**src/rtl/jhs_pkg.sv**
```systemverilog
// ============================================================================
// jhs_pkg: shared types and constants for the heat stencil block
// Grid geometry, command codes and the controller/datapath interface structs.
// ============================================================================
package jhs_pkg;

    localparam int GRID_MAX = 64;
    localparam int IDX_W    = $clog2(GRID_MAX);
    localparam int CELLS    = GRID_MAX * GRID_MAX;
    localparam int LEN_W    = 7;
    localparam int TEMP_W   = 16;
    localparam int SWEEP_W  = 16;
    localparam int ACC_W    = TEMP_W + 2;

    // Register byte addresses on the config port
    localparam logic [3:0] REG_ROOM_LENGTH  = 4'h0;
    localparam logic [3:0] REG_AMBIENT_TEMP = 4'h4;
    localparam logic [3:0] REG_HEARTH_TEMP  = 4'h8;

    typedef enum logic [1:0] {
        OP_INIT  = 2'd0,
        OP_WRITE = 2'd1,
        OP_READ  = 2'd2,
        OP_SWEEP = 2'd3
    } t_op;

    typedef enum logic [2:0] {
        A_CMD,
        A_CNT,
        A_NORTH,
        A_SOUTH,
        A_WEST,
        A_EAST
    } t_addr_sel;

    typedef enum logic [3:0] {
        S_IDLE,
        S_DECODE,
        S_RDWAIT,
        S_INIT,
        S_CELL,
        S_RD_S,
        S_RD_W,
        S_RD_E,
        S_WB,
        S_WB_C,
        S_SWAP,
        S_DONE
    } t_state;

    typedef struct packed {
        logic [LEN_W-1:0]  room_length;
        logic [TEMP_W-1:0] ambient_temp;
        logic [TEMP_W-1:0] hearth_temp;
    } t_cfg;

    typedef struct packed {
        logic      load;
        logic      cnt_clr;
        logic      cnt_adv_full;
        logic      cnt_adv_len;
        t_addr_sel addr_sel;
        logic      wr_both;
        logic      wr_init;
        logic      wr_dst_avg;
        logic      wr_dst_copy;
        logic      acc_load;
        logic      acc_add;
        logic      set_oor;
        logic      cap_rd;
        logic      swap;
        logic      clr_cur;
    } t_dp_cmd;

    typedef struct packed {
        t_op  op;
        logic oor;
        logic sweeps_zero;
        logic sweeps_last;
        logic len_zero;
        logic border;
        logic last_cell;
        logic last_full;
    } t_dp_status;

endpackage

```
**src/rtl/jhs_ctrl.sv**
```systemverilog
// ============================================================================
// jhs_ctrl: command sequencer
// Decodes each item and steps the datapath through init, access and sweeps.
// ============================================================================
module jhs_ctrl
    import jhs_pkg::*;
(
    input  logic       i_clk,
    input  logic       i_rst_n,
    input  logic       i_start,
    input  t_dp_status i_status,
    output t_dp_cmd    o_cmd,
    output logic       o_busy,
    output logic       o_done
);

    t_state r_state, n_state;

    always_ff @(posedge i_clk) begin
        if (!i_rst_n) begin
            r_state <= S_IDLE;
        end else begin
            r_state <= n_state;
        end
    end

    // Next state and datapath commands
    always_comb begin
        n_state  = r_state;
        o_cmd    = '0;
        o_cmd.addr_sel = A_CNT;
        unique case (r_state)
            S_IDLE: begin
                if (i_start) begin
                    o_cmd.load = 1'b1;
                    n_state    = S_DECODE;
                end
            end
            S_DECODE: begin
                unique case (i_status.op)
                    OP_INIT: begin
                        o_cmd.cnt_clr = 1'b1;
                        n_state       = S_INIT;
                    end
                    OP_WRITE: begin
                        if (i_status.oor) begin
                            o_cmd.set_oor = 1'b1;
                        end else begin
                            o_cmd.wr_both = 1'b1;
                        end
                        n_state = S_DONE;
                    end
                    OP_READ: begin
                        if (i_status.oor) begin
                            o_cmd.set_oor = 1'b1;
                            n_state       = S_DONE;
                        end else begin
                            o_cmd.addr_sel = A_CMD;
                            n_state        = S_RDWAIT;
                        end
                    end
                    default: begin
                        o_cmd.cnt_clr = 1'b1;
                        if (i_status.sweeps_zero) begin
                            n_state = S_DONE;
                        end else if (i_status.len_zero) begin
                            n_state = S_SWAP;
                        end else begin
                            n_state = S_CELL;
                        end
                    end
                endcase
            end
            S_RDWAIT: begin
                o_cmd.cap_rd = 1'b1;
                n_state      = S_DONE;
            end
            S_INIT: begin
                o_cmd.wr_init = 1'b1;
                if (i_status.last_full) begin
                    o_cmd.clr_cur = 1'b1;
                    n_state       = S_DONE;
                end else begin
                    o_cmd.cnt_adv_full = 1'b1;
                end
            end
            S_CELL: begin
                if (i_status.border) begin
                    o_cmd.addr_sel = A_CNT;
                    n_state        = S_WB_C;
                end else begin
                    o_cmd.addr_sel = A_NORTH;
                    n_state        = S_RD_S;
                end
            end
            S_RD_S: begin
                o_cmd.addr_sel = A_SOUTH;
                o_cmd.acc_load = 1'b1;
                n_state        = S_RD_W;
            end
            S_RD_W: begin
                o_cmd.addr_sel = A_WEST;
                o_cmd.acc_add  = 1'b1;
                n_state        = S_RD_E;
            end
            S_RD_E: begin
                o_cmd.addr_sel = A_EAST;
                o_cmd.acc_add  = 1'b1;
                n_state        = S_WB;
            end
            S_WB, S_WB_C: begin
                o_cmd.wr_dst_avg  = (r_state == S_WB);
                o_cmd.wr_dst_copy = (r_state == S_WB_C);
                o_cmd.cnt_adv_len = 1'b1;
                n_state = i_status.last_cell ? S_SWAP : S_CELL;
            end
            S_SWAP: begin
                o_cmd.swap    = 1'b1;
                o_cmd.cnt_clr = 1'b1;
                if (i_status.sweeps_last) begin
                    n_state = S_DONE;
                end else if (i_status.len_zero) begin
                    n_state = S_SWAP;
                end else begin
                    n_state = S_CELL;
                end
            end
            S_DONE: begin
                n_state = S_IDLE;
            end
            default: begin
                n_state = S_IDLE;
            end
        endcase
    end

    assign o_busy = (r_state != S_IDLE);
    assign o_done = (r_state == S_DONE);

    // An accepted item is decoded in the next cycle
    a_accept_decode: assert property (@(posedge i_clk) disable iff (!i_rst_n)
        (r_state == S_IDLE && i_start) |=> (r_state == S_DECODE))
        else $error("accepted item not decoded");

    // The result strobe lasts one cycle and frees the block
    a_done_idle: assert property (@(posedge i_clk) disable iff (!i_rst_n)
        (r_state == S_DONE) |=> (r_state == S_IDLE))
        else $error("done not followed by idle");

    // At most one write source drives the stores
    a_one_writer: assert property (@(posedge i_clk) disable iff (!i_rst_n)
        $onehot0({o_cmd.wr_both, o_cmd.wr_init, o_cmd.wr_dst_avg, o_cmd.wr_dst_copy}))
        else $error("conflicting store writes");

    // A swap only follows the last cell of a pass, another swap or the decode of a zero-length grid
    a_swap_order: assert property (@(posedge i_clk) disable iff (!i_rst_n)
        (r_state == S_SWAP) |-> ($past(r_state) == S_WB || $past(r_state) == S_WB_C
                                 || $past(r_state) == S_SWAP
                                 || $past(r_state) == S_DECODE))
        else $error("swap out of order");

endmodule
```
**config.mk**
```make
export PLATFORM = sky130hd
export DESIGN_NAME = jhs_ctrl
export DESIGN_NICKNAME = d
export VERILOG_FILES = /design/src/rtl/jhs_pkg.sv /design/src/rtl/jhs_ctrl.sv
export SDC_FILE = /design/constraint.sdc
export NUM_CORES = 1
export LEC_CHECK = 0
export BUFFER_PORTS_ARGS = -buffer_cell sky130_fd_sc_hd__buf_4
export CORE_MARGIN = 1.5
export CORE_UTILIZATION = 35
export CTS_CLUSTER_DIAMETER = 40
export DETAILED_ROUTE_END_ITERATION = 7
export PLACE_DENSITY = 0.66
export RECOVER_POWER = 50
export SKIP_CTS_REPAIR_TIMING = 1
export SLEW_MARGIN = 20
export SYNTH_ARGS = -nofsm -noshare
export SYNTH_HDL_FRONTEND = slang
export SYNTH_SLANG_ARGS = --single-unit
```
**constraint.sdc**
```tcl
create_clock -name i_clk -period 1.95 [get_ports i_clk]
set_clock_uncertainty 0.15 [all_clocks]
set_input_delay 0.4875 -clock i_clk [delete_from_list [all_inputs] [get_ports i_clk]]
set_output_delay 0.4875 -clock i_clk [all_outputs]
set_load 0.005 [all_outputs]
```
==> metrics, run 1 <==
outcome complete, but fails checks; failing checks setup timing; sequential share of the synthesized area 0.146; Syn Nets 101; post-synth top area cell dfxtp_1; final instance count without filler cells 144; Final Wtd Congestion about 0.82; Clk pin slew, worst setup/hold paths 0.04 ns; total gr overflow 0; combinational share of power 0.768; CTS tree yes; synth top area cells dfxtp_1 (15%), nor2_1 (9.6%), ha_1 (9.1%); ys async rst share 0; WL per Instance approximately 12 um; WS Path Type flip-flop to primary output; Achievable Freq 489 MHz; area occupied by multi-input gates approximately 450 um2; required time of the critical path about 1.3 ns; yosys warns 0; TritonCTS Sinks 4; synth unique cells 34; post-layout net count around 150; top-area cell type share of the netlist area 0.146; Remaining DRCs 0; Max clock buf depth 2; crit path max fanout 4; startpoint types flip-flop; max-slew violations 0; diodes inserted 0; Critical Path AT 1.41 ns; First-pass DRT Iterations 2; final hold viol count 0; ANT nets after route 0; core region area 1490 um2; vias in the first global route about 650; Worst Hold Class input pin to flip-flop; worst path cell trace or4b_4, nor3b_2, buf_4; Max transition margin 0.811; Worst path max stage delay 0.57 ns; die height ~43 um; CP bufs+invs 1; endpoint class of the critical path primary output; CTS buffer count 3; Die Span X around 43 um; H-tree depth 1; max-cap violations 0; CTS root buffer clkbuf_4; first-pass GRT wire length 2660 um; Leak just under 0.0005 uW; total number of vias 740; Post-synth EDFFs 0; DIE AREA 1820 um2; P_sw 468 uW; switching share of power 0.432; DRT iter0 DRCs 2; Ports 31; share of cells above drive strength 1 0.508; Port-buffer cells 30; Gate Count Post-Synth 85; crit path max-delay cell type or4b_4; DP Cell Count around 140; Slew @ Worst Pin ~0.28 ns; # rows 14; Area Growth Syn to Fin 76.1%; final period utilization 1.05; Pint ~600 uW; Initial Utilization 0.369; endpoints failing setup 5; GRT Overall Usage 0.192; predominant post-synthesis flop cell dfxtp_1; Final HPWL DP approximately 1200 um; register share of total power 0.133; post-layout minimum cycle time about 2.0 ns; number of synthesized register bits 4; Cell Area, Synth 549 um2; largest registers r_state (4); initial antenna violation count 0; clock latency on the worst-skew pair between 0.2 and 0.25 ns; pwr dens approximately 1100 nW/um2; Clk pwr share 0.099; Largest register FFs 4; vias per cell 5.14; Worst Setup Slack, final -0.0967 ns; Fillers approximately 140; delay-heaviest family, CP simple AND/OR/NAND/NOR gates; RSZ-0062 raised after global routing true; Final Total Pwr approximately 1100 uW; worst vdd ir between 0.4 and 0.5 mV; Post-Place Worst Slack -0.118 ns; Mean Syn Cell Area around 6.5 um2; drt total wl between 1500 and 2000 um; sequential cell area 83.8 um2; Reg with most FFs r_state; Worst R2R Setup Slack around 0.23 ns; largest net degree at the start of global routing 15
==> Yosys cell counts (2+ instances only) <==
library cell  instances
a21oi_1               5
a2bb2oi_1             2
and2_1                2
and3_1                2
buf_2                 2
clkbuf_1              3
dfxtp_1               4
ha_1                  4
inv_1                10
nand2_1               6
nand2b_1              5
nor2_1               14
nor3_1                3
o21ai_0               3
==> layout by cell type (no fill, tap or decap), types with 2 or more instances in the layout <==
cell       instances
inv_1              7
buf_4             43
and2_1             2
inv_2              2
clkbuf_4           3
o21ai_1            2
a21oi_1            5
nor3_1             2
nand2b_1           4
o21ai_0            2
a2bb2oi_1          2
buf_6              2
and3_1             2
nor2_2             2
dfxtp_2            3
ha_1               3
nand2_1            6
nor2_1            12
==> power groups by stage <==
stage	Sequential, uW	Clock, uW	Combinational [uW]
floorplan	140	0	403
global placement	132	0	686
detailed placement	133	0	693
CTS	132	112	694
global route	146	122	916
finish	145	107	832
==> cells by family (layout without fill, tap and decap cells) <==
family                   after synthesis  count (layout)  share of synthesized area
adder cells (fa/ha/maj)                4               4                     0.0911
AND/OR/NAND/NOR                       40              40                      0.380
buffers and inverters                 15              58                      0.107
XOR/XNOR                               1               1                     0.0159
flip-flops                             4               4                      0.146
AO/OA/AOI/OAI                         21              21                      0.260
==> routing by layer <==
metal | global-route usage | vias up | part of all wire
met1 | 0.221 | 336 | 0.43
met2 | 0.332 | 26 | 0.51
met3 | 0.0517 | 2 | 0.061
met5 | 0 | - | 0
met4 | 0.0750 | 0 | 0.0047
li1 | - | 376 | -
==> area by class of cell <==
| type | instances | area share |
|---|---|---|
| multi-input cells | 66 | 0.470 |
| repair buffers | 45 | 0.357 |
| flip-flops and latches | 4 | 0.0867 |
| inverters | 10 | 0.0427 |
| clock buffers | 3 | 0.0233 |
| well taps | 16 | 0.0207 |
==> final timing paths <==
check | cells after the start | endpoint | start
hold / removal | 3 | r_state[0] | i_rst_n
setup reg to reg | 5 | r_state[3] | r_state[3]
hold reg to reg | 4 | r_state[0] | r_state[0]
setup / recovery | 3 | o_cmd[9] | r_state[3]
==> worst reg2reg max path, stage by stage, from the launching register on <==
cell and delay, ns:
dfxtp_1 0.30, or4b_4 0.57, buf_4 0.17, o21bai_1 0.17, a2bb2oi_1 0.16, a21oi_2 0.13
==> through the flow <==
stage / utilization / instance area [um2] / hold WS (ns) / TNS, ns
after floorplan: - / 549 / 0.452 / 0
after global placement: 0.570 / 848 / 0.575 / -0.162
after detailed placement: 0.570 / 848 / 0.575 / -0.157
after CTS: 0.585 / 871 / 0.318 / -0.643
after global routing: 0.650 / 967 / 0.322 / -0.782
final: 0.650 / 967 / 0.325 / -0.304
Power figures use the tool's default switching activity.
==> run 2: changes to the inputs <==
CORE_UTILIZATION = 42   (was 35)
MAX_ROUTING_LAYER = met4   (was default)
PLACE_DENSITY = 0.77   (was 0.66)
==> run 2 against run 1 <==
Net effect:
- the flow still finishes with violations (setup timing)
- global-route usage up 6.1 points
- sequential share of layout area down 0.64 points
- core utilization up 25 points
- die area down 16%
- setup slack worse by 0.16 ns
- critical endpoint is now o_cmd[10]
- largest cell class unchanged
- highest routed layer unchanged
==> metrics, run 2 (synthesis gave the netlist of run 1 again) <==
outcome complete, but fails checks; failing checks setup timing; post-layout minimum cycle time 2.21 ns (+0.159 ns); crit path max fanout 3 (-1); vias in the first global route 701 (+8.3%); P_sw 596 uW (+27%); Max transition margin 0.791 (-0.0202); core region area 1160 um2 (-22%); Area Growth Syn to Fin 90.2%; first-pass GRT wire length 2560 um (-3.9%); # rows 12 (-2); final hold viol count 0 (unchanged); Worst Setup Slack, final -0.255 ns (-0.159 ns); max-cap violations 0 (unchanged); most frequent cells in the layout buf_4 (48), nor2_1 (12), inv_1 (7); RSZ-0062 raised after global routing true; final period utilization 1.13 (+0.0814); Ports 31 (unchanged); Worst Hold Class input pin to flip-flop; TritonCTS Sinks 4 (unchanged); endpoint class of the critical path primary output; First-pass DRT Iterations 4 (+2); Slew @ Worst Pin 0.311 ns (+0.0299 ns); Reg with most FFs r_state; Final Wtd Congestion 0.886 (+7.6%); crit path max-delay cell type dfxtp_2; Pint 707 uW (+15%); WHS 0.385 ns (+0.0609 ns); CTS tree yes; startpoint types flip-flop; post-layout net count 152 (+4.1%); register share of total power 0.118 (-0.015); Largest register FFs 4 (unchanged); worst reg2reg path depth 5 (unchanged); Worst path max stage delay 0.33 ns (-0.24 ns); DRT iter0 DRCs 47 (+45); diodes inserted 0 (unchanged); Fillers 66 (-54%); worst path cell trace nand2b_1, nor4b_4, a21oi_1, or2_1, buf_4; WHS Path Cells 3 (unchanged); endpoints failing setup 7 (+2); share of cells above drive strength 1 0.537 (+0.0295); H-tree depth 1 (unchanged); clock latency on the worst-skew pair 0.25 ns (about the same); GRT Overall Usage 0.253 (+0.0615); drt total wl 2580 um (+52%); total gr overflow 0 (unchanged); total number of vias 889 (+20%); Die Span X 39.2 um (-8.1%); sequential cell area 83.8 um2 (unchanged); Clk pin slew, worst setup/hold paths 0.05 ns (about the same); WS Path Type flip-flop to primary output; initial antenna violation count 0 (unchanged); area occupied by multi-input gates 482 um2 (+6.1%); Remaining DRCs 0 (unchanged); Final HPWL DP 1320 um (+7.4%); die height 39.2 um (-8.1%); max-slew violations 0 (unchanged); Post-Place Worst Slack -0.122 ns (-0.00405 ns); DIE AREA 1530 um2 (-16%); Port-buffer cells 30 (unchanged); vias per cell 6.01 (+17%); commonest non-fill, non-tap cell in the layout buf_4; combinational share of power 0.798 (+0.030); WL per Instance 17.4 um (+48%); switching share of power 0.457 (+0.0254); ANT nets after route 0 (unchanged); CTS root buffer clkbuf_4; Clk pwr share 0.085 (-0.014); required time of the critical path 1.31 ns (about the same); Max clock buf depth 2 (unchanged); Critical Path AT 1.57 ns (+0.16 ns); CTS buffer count 3 (unchanged); Initial Utilization 0.475 (+0.106); worst vdd ir 0.622 mV (+38%); largest net degree at the start of global routing 13 (-2); pwr dens 1250 nW/um2 (+11%); Achievable Freq 453 MHz (-7.2%); Leak 0.000521 uW (+7.9%); largest registers r_state (4)
[run 2: per-layer routing]
metal	global-route usage	routed length [um]	share of wire	up-vias
met2	0.525	1270	0.49	77
met4	0.103	150	0.058	0
met5	-	0	0	-
met1	0.229	935	0.36	400
li1	-	-	-	390
met3	0.0173	227	0.088	22
[run 2: through the flow]
| step | instance area (um2) | TNS, ns | utilization | instances | total power, uW |
|---|---|---|---|---|---|
| after global placement | 861 | -0.151 | 0.745 | 136 | 842 |
| after floorplan | 549 | 0 | - | 85 | 543 |
| after global routing | 1040 | -1.11 | 0.904 | 148 | 1370 |
| after CTS | 883 | -0.640 | 0.764 | 139 | 963 |
| after detailed placement | 861 | -0.144 | 0.745 | 136 | 858 |
| final | 1040 | -0.603 | 0.904 | 148 | 1300 |
[run 2: power groups by stage]
stage,clock network [uW],registers [uW],logic (uW)
6_report,110,153,1040
5_1_grt,112,156,1100
4_1_cts,104,135,724
3_5_place_dp,0,136,722
3_3_place_gp,0,135,707
2_1_floorplan,0,140,403
[run 2: final timing paths]
path | start | endpoint | slack (ns)
setup / recovery | r_state[2] | o_cmd[10] | -0.26
hold / removal | i_rst_n | r_state[0] | 0.39
setup reg to reg | r_state[0] | r_state[3] | 0.18
hold reg to reg | r_state[0] | r_state[1] | 0.62
[run 2: layout make-up]
class	count	share of cell area
flip-flops and latches	4	0.0802
multi-input cells	66	0.461
repair buffers	51	0.381
well taps	14	0.0168
clock buffers	3	0.0216
inverters	10	0.0395
[run 2: critical path: cells and delay by family, from the launching register on]
family	cells	cell delay (ns)
buffers and inverters	1	0.16
AO/OA/AOI/OAI	1	0.09
flip-flops	1	0.33
AND/OR/NAND/NOR	3	0.74
